<file path="src/hdl/orfd_pkg.sv">
// ----------------------------------------------------------------------------
// orfd_pkg
// Shared types and constants for the OOK remote frame decoder.
// ----------------------------------------------------------------------------
package orfd_pkg;

  localparam int unsigned CODE_BITS  = 12;
  localparam int unsigned LEN_W      = 16;
  localparam int unsigned CNT_W      = 6;

  localparam logic [CNT_W-1:0]     FRAME_LEN   = 6'd50;
  localparam logic [CNT_W-1:0]     DATA_LEN    = 6'd48;
  localparam logic [CNT_W-1:0]     COUNT_MAX   = 6'd63;
  localparam logic [CODE_BITS-1:0] FIXED_MASK  = 12'h600;
  localparam logic [LEN_W-1:0]     THR_RESET   = 16'd28;

  typedef enum logic [1:0] {
    CLS_EQUAL = 2'd0,
    CLS_SHORT = 2'd1,
    CLS_LONG  = 2'd2
  } cls_t;

  typedef enum logic [1:0] {
    ST_VALID       = 2'd0,
    ST_BAD_COUNT   = 2'd1,
    ST_BAD_PATTERN = 2'd2,
    ST_NO_FIXED    = 2'd3
  } status_t;

  typedef struct packed {
    logic ok;
    logic bit_val;
    logic short_zero;
  } grp_res_t;

endpackage

</file>
<file path="src/hdl/orfd_group_dec.sv">
// ----------------------------------------------------------------------------
// orfd_group_dec
// Matches the four duration classes of one group against the bit patterns.
// ----------------------------------------------------------------------------
module orfd_group_dec
  import orfd_pkg::*;
(
  input  logic [5:0] grp_classes,
  input  cls_t       cls4,
  output grp_res_t   res
);

  logic [1:0] c1;
  logic [1:0] c2;
  logic [1:0] c3;
  logic       head_ok;

  assign c1 = grp_classes[1:0];
  assign c2 = grp_classes[3:2];
  assign c3 = grp_classes[5:4];
  assign head_ok = (c1 == CLS_SHORT) && (c2 == CLS_LONG);

  always_comb begin
    res = '0;
    if (head_ok) begin
      if (c3 == CLS_SHORT && cls4 == CLS_LONG) begin
        res.ok = 1'b1;
      end else if (c3 == CLS_LONG && cls4 == CLS_SHORT) begin
        res.ok      = 1'b1;
        res.bit_val = 1'b1;
      end else if (c3 == CLS_SHORT && cls4 == CLS_SHORT) begin
        res.ok         = 1'b1;
        res.short_zero = 1'b1;
      end
    end
  end

endmodule

</file>
<file path="src/hdl/ook_remote_frame_decoder.sv">
// ----------------------------------------------------------------------------
// ook_remote_frame_decoder
// Decodes a 12-bit OOK remote code from a stream of pulse/space durations.
// ----------------------------------------------------------------------------
// A frame's last word is registered in the class stage, then sets out_tvalid.
// Throughput: one word per cycle, but a last word waits while the output
// register holds an unread result; non-final words keep flowing meanwhile.
// Reset: synchronous, active low; clears frame state, threshold back to 28.
// ----------------------------------------------------------------------------
module ook_remote_frame_decoder
  import orfd_pkg::*;
(
  input  logic        clk,
  input  logic        rst_n,
  // config
  input  logic        cfg_valid,
  output logic        cfg_ready,
  input  logic [15:0] cfg_data,     // short_long_threshold
  // input stream
  input  logic        in_tvalid,
  output logic        in_tready,
  input  logic [15:0] in_tdata,     // [15:0] pulse_length
  input  logic        in_tlast,     // frame_end
  // result stream
  output logic        out_tvalid,
  input  logic        out_tready,
  output logic [15:0] out_tdata     // [1:0] status, [9:2] unit_code,
                                    // [10] switch_on, [11] group_command
);

  logic [LEN_W-1:0]     thr_r;
  logic                 s1_valid_r;
  cls_t                 s1_cls_r;
  logic                 s1_last_r;
  logic [CNT_W-1:0]     cnt_r, cnt_nxt;
  logic [5:0]           grp_r, grp_nxt;
  logic [CODE_BITS-1:0] code_r, code_nxt;
  logic                 seen_r, seen_nxt;
  logic                 perr_r, perr_nxt;
  logic                 out_valid_r;
  logic [11:0]          out_data_r, out_data_nxt;

  cls_t                 cls_in;
  logic                 out_free;
  logic                 s1_go;
  logic                 in_acc;
  grp_res_t             grp_res;
  logic [CNT_W-1:0]     cnt_inc;
  logic [CODE_BITS-1:0] code_upd;
  logic                 seen_upd;
  logic                 perr_upd;
  status_t              status;

  assign cfg_ready  = 1'b1;
  assign out_free   = !out_valid_r || out_tready;
  assign s1_go      = s1_valid_r && (!s1_last_r || out_free);
  assign in_tready  = !s1_valid_r || s1_go;
  assign in_acc     = in_tvalid && in_tready;
  assign out_tvalid = out_valid_r;
  assign out_tdata  = {4'b0000, out_data_r};

  always_comb begin
    if (in_tdata < thr_r) begin
      cls_in = CLS_SHORT;
    end else if (in_tdata > thr_r) begin
      cls_in = CLS_LONG;
    end else begin
      cls_in = CLS_EQUAL;
    end
  end

  orfd_group_dec u_group_dec (
    .grp_classes (grp_r),
    .cls4        (s1_cls_r),
    .res         (grp_res)
  );

  // frame state update
  always_comb begin
    grp_nxt  = grp_r;
    code_upd = code_r;
    seen_upd = seen_r;
    perr_upd = perr_r;
    cnt_inc  = (cnt_r == COUNT_MAX) ? cnt_r : cnt_r + 6'd1;
    if (cnt_r < DATA_LEN) begin
      case (cnt_r[1:0])
        2'd0: grp_nxt = {4'b0000, s1_cls_r};
        2'd1: grp_nxt[3:2] = s1_cls_r;
        2'd2: grp_nxt[5:4] = s1_cls_r;
        default: begin
          grp_nxt = '0;
          if (grp_res.ok) begin
            code_upd = {grp_res.bit_val, code_r[CODE_BITS-1:1]};
            seen_upd = seen_r | grp_res.short_zero;
          end else begin
            perr_upd = 1'b1;
          end
        end
      endcase
    end

    if (cnt_inc != FRAME_LEN) begin
      status = ST_BAD_COUNT;
    end else if (perr_upd) begin
      status = ST_BAD_PATTERN;
    end else if ((code_upd & FIXED_MASK) != FIXED_MASK) begin
      status = ST_NO_FIXED;
    end else begin
      status = ST_VALID;
    end

    if (status == ST_VALID) begin
      out_data_nxt = {seen_upd, code_upd[11], code_upd[7:0], status};
    end else begin
      out_data_nxt = {10'b0, status};
    end

    if (s1_last_r) begin
      cnt_nxt  = '0;
      grp_nxt  = '0;
      code_nxt = '0;
      seen_nxt = 1'b0;
      perr_nxt = 1'b0;
    end else begin
      cnt_nxt  = cnt_inc;
      code_nxt = code_upd;
      seen_nxt = seen_upd;
      perr_nxt = perr_upd;
    end
  end

  always_ff @(posedge clk) begin
    if (!rst_n) begin
      thr_r       <= THR_RESET;
      s1_valid_r  <= 1'b0;
      cnt_r       <= '0;
      grp_r       <= '0;
      code_r      <= '0;
      seen_r      <= 1'b0;
      perr_r      <= 1'b0;
      out_valid_r <= 1'b0;
    end else begin
      if (cfg_valid && cfg_ready) begin
        thr_r <= cfg_data;
      end
      if (in_tready) begin
        s1_valid_r <= in_tvalid;
      end
      if (s1_go) begin
        cnt_r  <= cnt_nxt;
        grp_r  <= grp_nxt;
        code_r <= code_nxt;
        seen_r <= seen_nxt;
        perr_r <= perr_nxt;
      end
      if (s1_go && s1_last_r) begin
        out_valid_r <= 1'b1;
      end else if (out_tready) begin
        out_valid_r <= 1'b0;
      end
    end
  end

  always_ff @(posedge clk) begin
    if (in_acc) begin
      s1_cls_r  <= cls_in;
      s1_last_r <= in_tlast;
    end
    if (s1_go && s1_last_r) begin
      out_data_r <= out_data_nxt;
    end
  end

endmodule

</file>
<file path="config.mk">
export PLATFORM = sky130hd
export DESIGN_NAME = ook_remote_frame_decoder
export DESIGN_NICKNAME = d
export VERILOG_FILES = /design/src/hdl/orfd_pkg.sv /design/src/hdl/orfd_group_dec.sv /design/src/hdl/ook_remote_frame_decoder.sv
export SDC_FILE = /design/constraint.sdc
export NUM_CORES = 1
export LEC_CHECK = 0
export ABC_AREA = 1
export BUFFER_PORTS_ARGS = -buffer_cell sky130_fd_sc_hd__buf_2
export CORE_MARGIN = 1
export CORE_UTILIZATION = 52
export CTS_BUF_LIST = sky130_fd_sc_hd__clkbuf_4
export DETAILED_ROUTE_END_ITERATION = 7
export GPL_ROUTABILITY_DRIVEN = 0
export GPL_TIMING_DRIVEN = 0
export PLACE_DENSITY = 0.78
export SLEW_MARGIN = 20
export SYNTH_ARGS = -nofsm -noshare
export SYNTH_HDL_FRONTEND = slang
export SYNTH_HIERARCHICAL = 1
export SYNTH_SLANG_ARGS = --single-unit
</file>
<file path="constraint.sdc">
create_clock -name clk -period 6.1 [get_ports clk]
set_clock_uncertainty 0.2 [all_clocks]
set_input_delay 0.61 -clock clk [delete_from_list [all_inputs] [get_ports clk]]
set_output_delay 0.61 -clock clk [all_outputs]
set_load 0.005 [all_outputs]
</file>
==> results of run 1 <==
## worst max path at each step
stage,depth (start not counted),end,slack [ns],from
finish,12,out_data_r[10],3.89,s1_cls_r[1]
global route,13,out_data_r[10],3.72,s1_cls_r[0]
CTS,12,out_data_r[10],3.89,s1_cls_r[1]
detailed placement,12,out_data_r[10],3.90,s1_cls_r[1]
global placement,12,out_data_r[10],3.93,s1_cls_r[1]
floorplan,12,out_data_r[10],4.12,s1_cls_r[1]
## stage by stage
stage,setup slack [ns],cells,util,power [mW]
floorplan,4.119,433,-,0.4936
CTS,3.892,575,0.6276,0.8004
global route,3.718,575,0.6276,0.8334
global placement,3.934,559,0.6048,0.5208
finish,3.892,575,0.6276,0.7939
detailed placement,3.898,559,0.6048,0.5242
## flip-flops by register name, indices dropped and copies added, names as in the netlist, 2 cells and up
| register | cells |
|---|---|
| grp_r | 6 |
| out_data_r | 12 |
| code_r | 12 |
| s1_cls_r | 2 |
| thr_r | 16 |
| cnt_r | 6 |
## routing by layer
metal	part of all wire	routed length [um]
met5	0	0
met1	0.45	2918
met4	0.020	132
met3	0.044	281
met2	0.48	3126
## critical path: cells and delay by family, from the launching register on
family                 cells  cell delay (ns)
and+or+nand+nor            7             0.56
buffers and inverters      4             0.48
AOI/OAI and AO/OA          1             0.25
DFF                        1             0.47
## power groups by stage
| stage | logic, mW | clock network (mW) | registers [mW] |
|---|---|---|---|
| global route | 0.110 | 0.299 | 0.424 |
| floorplan | 0.0645 | 0 | 0.429 |
| CTS | 0.0940 | 0.284 | 0.422 |
| finish | 0.0934 | 0.278 | 0.422 |
| detailed placement | 0.0931 | 0 | 0.431 |
| global placement | 0.0903 | 0 | 0.430 |
## logic make-up after synthesis
family,count (synthesis),share of synthesized area
and+or+nand+nor,178,0.2519
buffers and inverters,85,0.1143
adders and majority gates,22,0.08435
AOI/OAI and AO/OA,83,0.1365
xor gates and xnor gates,1,0.002685
DFF,59,0.4080
other,2,0.002301
## final cells by class
class                           instances  area (um2)
Tap cell                               75       93.84
Inverter                               64       240.2
Clock buffer                            9       67.56
Clock inverter                          7       68.82
Fill cell                             536        2231
Timing Repair Buffer                   51       255.2
Sequential cell                        59        1331
Multi-Input combinational cell        289        1570
Buffer                                 21       132.6
## Yosys cell counts, types with 8 or more instances
cell type | instances | area share
nand2_1 | 91 | 0.10
inv_1 | 63 | 0.072
dfxtp_1 | 44 | 0.27
nor2_1 | 43 | 0.049
a21oi_1 | 41 | 0.063
o21ai_0 | 30 | 0.046
ha_1 | 22 | 0.084
edfxtp_1 | 15 | 0.14
nand3_1 | 14 | 0.021
o211ai_1 | 10 | 0.023
nor3_2 | 9 | 0.028
buf_4 | 8 | 0.018
==> out/results.ini, run 1 <==
[status]
run_status = complete, no violations

[global_routing]
number_of_antenna_violations_at_the_first_check_in_global_routing = 0
grt.met1_usage = 0.2616
grt_pass1_wl_mm = 11.19
gr-usage-met2 = 0.3824
gr-usage-met3 = 0.05506
grt.overflow.total = 0
grt_max_degree = 14
first_global_vias = 2709
global_route.peak_usage_layer = met2
grt_use_total = 0.2226

[timing]
max_slew.worst_pin.slew_ns = 0.5121
hold_viol = 0
achievable-frequency_ghz = 0.4529
holdWs_ns = 0.1672
number_of_failing_setup_endpoints_in_the_final_timing_report = 0
final_min_period_over_clock_period = 0.3620
rsz0062_at_grt = no
time_the_worst_path_needs_with_i_o_delays_and_setup_ns = 2.208
final-max-slew-violation-count = 0
total_negative_slack_for_setup_checks_ns = 0
max_slew_margin = 0.6582

[logic_synthesis]
synth_area_mm2 = 0.003263
ffs_latches_synth = 59
synthesis.yosys.warnings = 6
async_reset_ff_frac = 0
seq_area_frac_synth = 0.4080
synth_area_per_cell_um2 = 7.589
synth_top_flop_cell = dfxtp_1
synthesis.instances = 430
synth_edf_count = 15
synth.distinct_cells = 30

[finish]
layout_common_cells = nand2_1 (91), inv_1 (63), buf_2 (55)
final_nets = 555
final_area_mm2 = 0.003760
final_common_cell = nand2_1
drive_gt1_frac = 0.2040
flow.area_growth_from_synthesis_pct = 15.22
diodes = 0

[die]
initial_util = 0.5447
dieArea_mm2 = 0.006596
die_y_um = 81.22
core.rowCount = 28
die_w_um = 81.22
core_area_mm2 = 0.005991
pin_count = 57

[min_path]
worstHoldPathType = input port to flip-flop
hold-path-endpoint = s1_last_r
hold_path.startpoint = in_tlast
min_path_cells = 1

[clock_network]
clkLatencyLatePin_ns = 0.42
cts.repair.resized = 0
cts_buffer_depth = 2
clock_tree_from_tritoncts = done
ctsHtreeMaxLevel = 3
cts_num_sinks = 59
cts-buffers-inserted = 9
number_of_setup_buffers_added_after_cts = 0
cts_root_buf = clkbuf_4
postCtsHoldBufs = 0
clk_pin_slew_ns = 0.11

[critical_path]
crit_path_end_kind = flip-flop
cp_slowest_stage_delay_ns = 0.47
critical_path_peak_fanout = 10
startpoint_type = flip-flop
timing.critical_path.slowest_stage_cell = edfxtp_1
worstReg2RegEnd = out_data_r[10]
critical_path.cell_chain = nor2_2 > nand2_1 > nand3_1 > nand2_1 > inv_1 > nand2_1 > inv_1 > nand2_4 > buf_8 > buf_2 > o21ai_0 > nor3_2
crit_required_ns = 6.08
timing.critical_path.arrival_ns = 2.19
ff2ff_path_depth = 12
most_numerous_cell_on_the_critical_path = nand2_1
r2r_start = s1_cls_r[1]
critical_path_class = flip-flop to flip-flop
reg2reg_setup_slack_ns = 3.89

[power_and_ir_drop]
power.combinational.fraction = 0.118
p_leak_nw = 1.776
switching_power_mw = 0.2176
seq_power_share = 0.532
power_per_cell_area_mw_per_mm2 = 211.1
power.ir.vdd_worst_v = 0.0001652
power_frac_clock = 0.351
switching_share = 0.2741
cellInternalPower_mw = 0.5763

[routing]
route.detailed.vias_per_inst = 4.969
remaining_drc_errors = 0
average_wire_per_standard_cell_um = 11.23
num_vias = 2857
drt_pass1_iterations = 4
ant_nets = 0
detailedRoute.firstIterationViolations = 166
drt_wl_total_mm = 6.458

[placement]
dp_hpwl_mm = 4.876
numPortBuffers = 51
postPlaceCellArea_mm2 = 0.003623

[flow_run]
maxCapViolCount = 0

(Power assumes the default switching activity.)
==> run 2: changes to the inputs <==
PLACE_DENSITY = 0.81   (was 0.78)
clock period = 1.9 ns   (was 6.1 ns; I/O delays follow)
==> out/results.ini, run 2 (synthesized netlist as in run 1, its figures left out) <==
[status]
run_status = finished with violations
failed_checks = negative setup slack

[clock_network]
cts_num_sinks = 59
cts_root_buf = clkbuf_4
clk_pin_slew_ns = 0.11
clkLatencyLatePin_ns = 0.40
cts-buffers-inserted = 9
clock_tree_from_tritoncts = done
ctsHtreeMaxLevel = 3
cts_buffer_depth = 2

[finish]
layout_common_cells = nand2_1 (85), inv_1 (59), buf_2 (54)
biggestRegsByFlops = thr_r x16, code_r x12, out_data_r x12
drive_gt1_frac = 0.2611
flow.area_growth_from_synthesis_pct = 31.98
final_nets = 595
registers.top_by_ff_count = thr_r
final_common_cell = nand2_1
fin_util = 0.7189
diodes = 0
finalNonFillerCells = 615
largest_register_ffs = 16

[power_and_ir_drop]
p_leak_nw = 2.077
power_per_cell_area_mw_per_mm2 = 607.0
power.ir.vdd_worst_v = 0.0004668

[die]
initial_util = 0.5447
core.rowCount = 28
pin_count = 57
die_y_um = 81.22
core_area_mm2 = 0.005991
dieArea_mm2 = 0.006596
die_w_um = 81.22

[global_routing]
grt_pass1_wl_mm = 12.70
number_of_antenna_violations_at_the_first_check_in_global_routing = 0
grt.overflow.total = 0
first_global_vias = 2931
grt_max_degree = 14
grt_use_total = 0.2549

[routing]
drt_wl_total_mm = 8.112
route.detailed.vias_per_inst = 5.036
remaining_drc_errors = 0
num_vias = 3097
ant_nets = 0
detailedRoute.firstIterationViolations = 156
average_wire_per_standard_cell_um = 13.19
drt_pass1_iterations = 4

[timing]
hold_viol = 0
worst_setup_slack_final_ns = -0.2658
max_slew_margin = 0.6110
final_min_period_over_clock_period = 1.140
holdWs_ns = 0.1085
total_negative_slack_for_setup_checks_ns = -3.942
time_the_worst_path_needs_with_i_o_delays_and_setup_ns = 2.166
rsz0062_at_grt = yes
achievable-frequency_ghz = 0.4617
number_of_failing_setup_endpoints_in_the_final_timing_report = 23
final-max-slew-violation-count = 0
max_slew.worst_pin.slew_ns = 0.5835

[critical_path]
startpoint_type = flip-flop
crit_path_end_kind = flip-flop
crit_required_ns = 1.87
critical_path_class = flip-flop to flip-flop
critical_path_peak_fanout = 8
timing.critical_path.arrival_ns = 2.14

[flow_run]
maxCapViolCount = 0

[placement]
numPortBuffers = 51
placed_cells_incl_taps = 559
dp_hpwl_mm = 4.919
preCtsSetupSlack_ns = -0.2552

[min_path]
worstHoldPathType = input port to flip-flop

-- run 2: timing repair --
action / CTS / global route
buffers inserted: 9 / 5
pin swaps: 14 / 7
setup endpoints to repair: 34 / 37
gates resized for setup: 30 / 19
cloned: 1 / 0
hold endpoints to repair: 22 / 0
hold buffers: 25 / 0
-- run 2: path summary, 6_finish.rpt --
kind | start | to | slack, ns | cells past startpoint
worst min-delay path | cfg_valid | thr_r[5] | 0.11 | 4
worst min register to register | thr_r[14] | thr_r[14] | 0.27 | 2
worst max-delay path | s1_cls_r[0] | out_data_r[1] | -0.27 | 16
worst max register to register | s1_cls_r[0] | out_data_r[1] | -0.27 | 16
-- run 2: metal layers --
layer	up-vias	track usage	routed length, um
li1	1585	-	-
met1	1412	0.2824	3287
met2	81	0.4647	4311
met3	19	0.06517	339
met4	0	0.09464	174
met5	-	0	0
-- run 2: where the power goes --
group | leakage, nW | internal (mW) | switching [mW] | total (mW)
sequential | 0.520 | 1.33 | 0.0250 | 1.35
combinational | 1.48 | 0.174 | 0.200 | 0.374
clock | 0.0752 | 0.406 | 0.480 | 0.886
total | 2.08 | 1.91 | 0.705 | 2.61
-- run 2: final cells by class --
type	count	area, um2
Clock buffer	10	75.07
Sequential cell	59	1339
Buffer	21	151.4
Timing Repair Buffer	91	650.6
Inverter	64	251.5
Clock inverter	6	56.30
Tap cell	75	93.84
Fill cell	421	1684
Multi-Input combinational cell	289	1689
-- run 2: through the flow --
| stage | area (um2) | total power, mW |
|---|---|---|
| after global routing | 4307 | 2.734 |
| after floorplan | 3283 | 1.585 |
| after global placement | 3632 | 1.670 |
| final | 4307 | 2.614 |
| after CTS | 4195 | 2.596 |
| after detailed placement | 3632 | 1.683 |
-- run 2: critical path, cell delays in order (launching register included) --
cell      delay [ns]
edfxtp_1        0.43
inv_1           0.09
nor2_2          0.05
nand2_1         0.10
nand3_1         0.11
nand2_1         0.09
inv_2           0.06
nand2_4         0.08
inv_4           0.05
nand2_4         0.06
buf_8           0.13
nand2_4         0.05
nand2_4         0.07
nand3_4         0.12
buf_16          0.18
clkinv_4        0.04
nor2_2          0.02
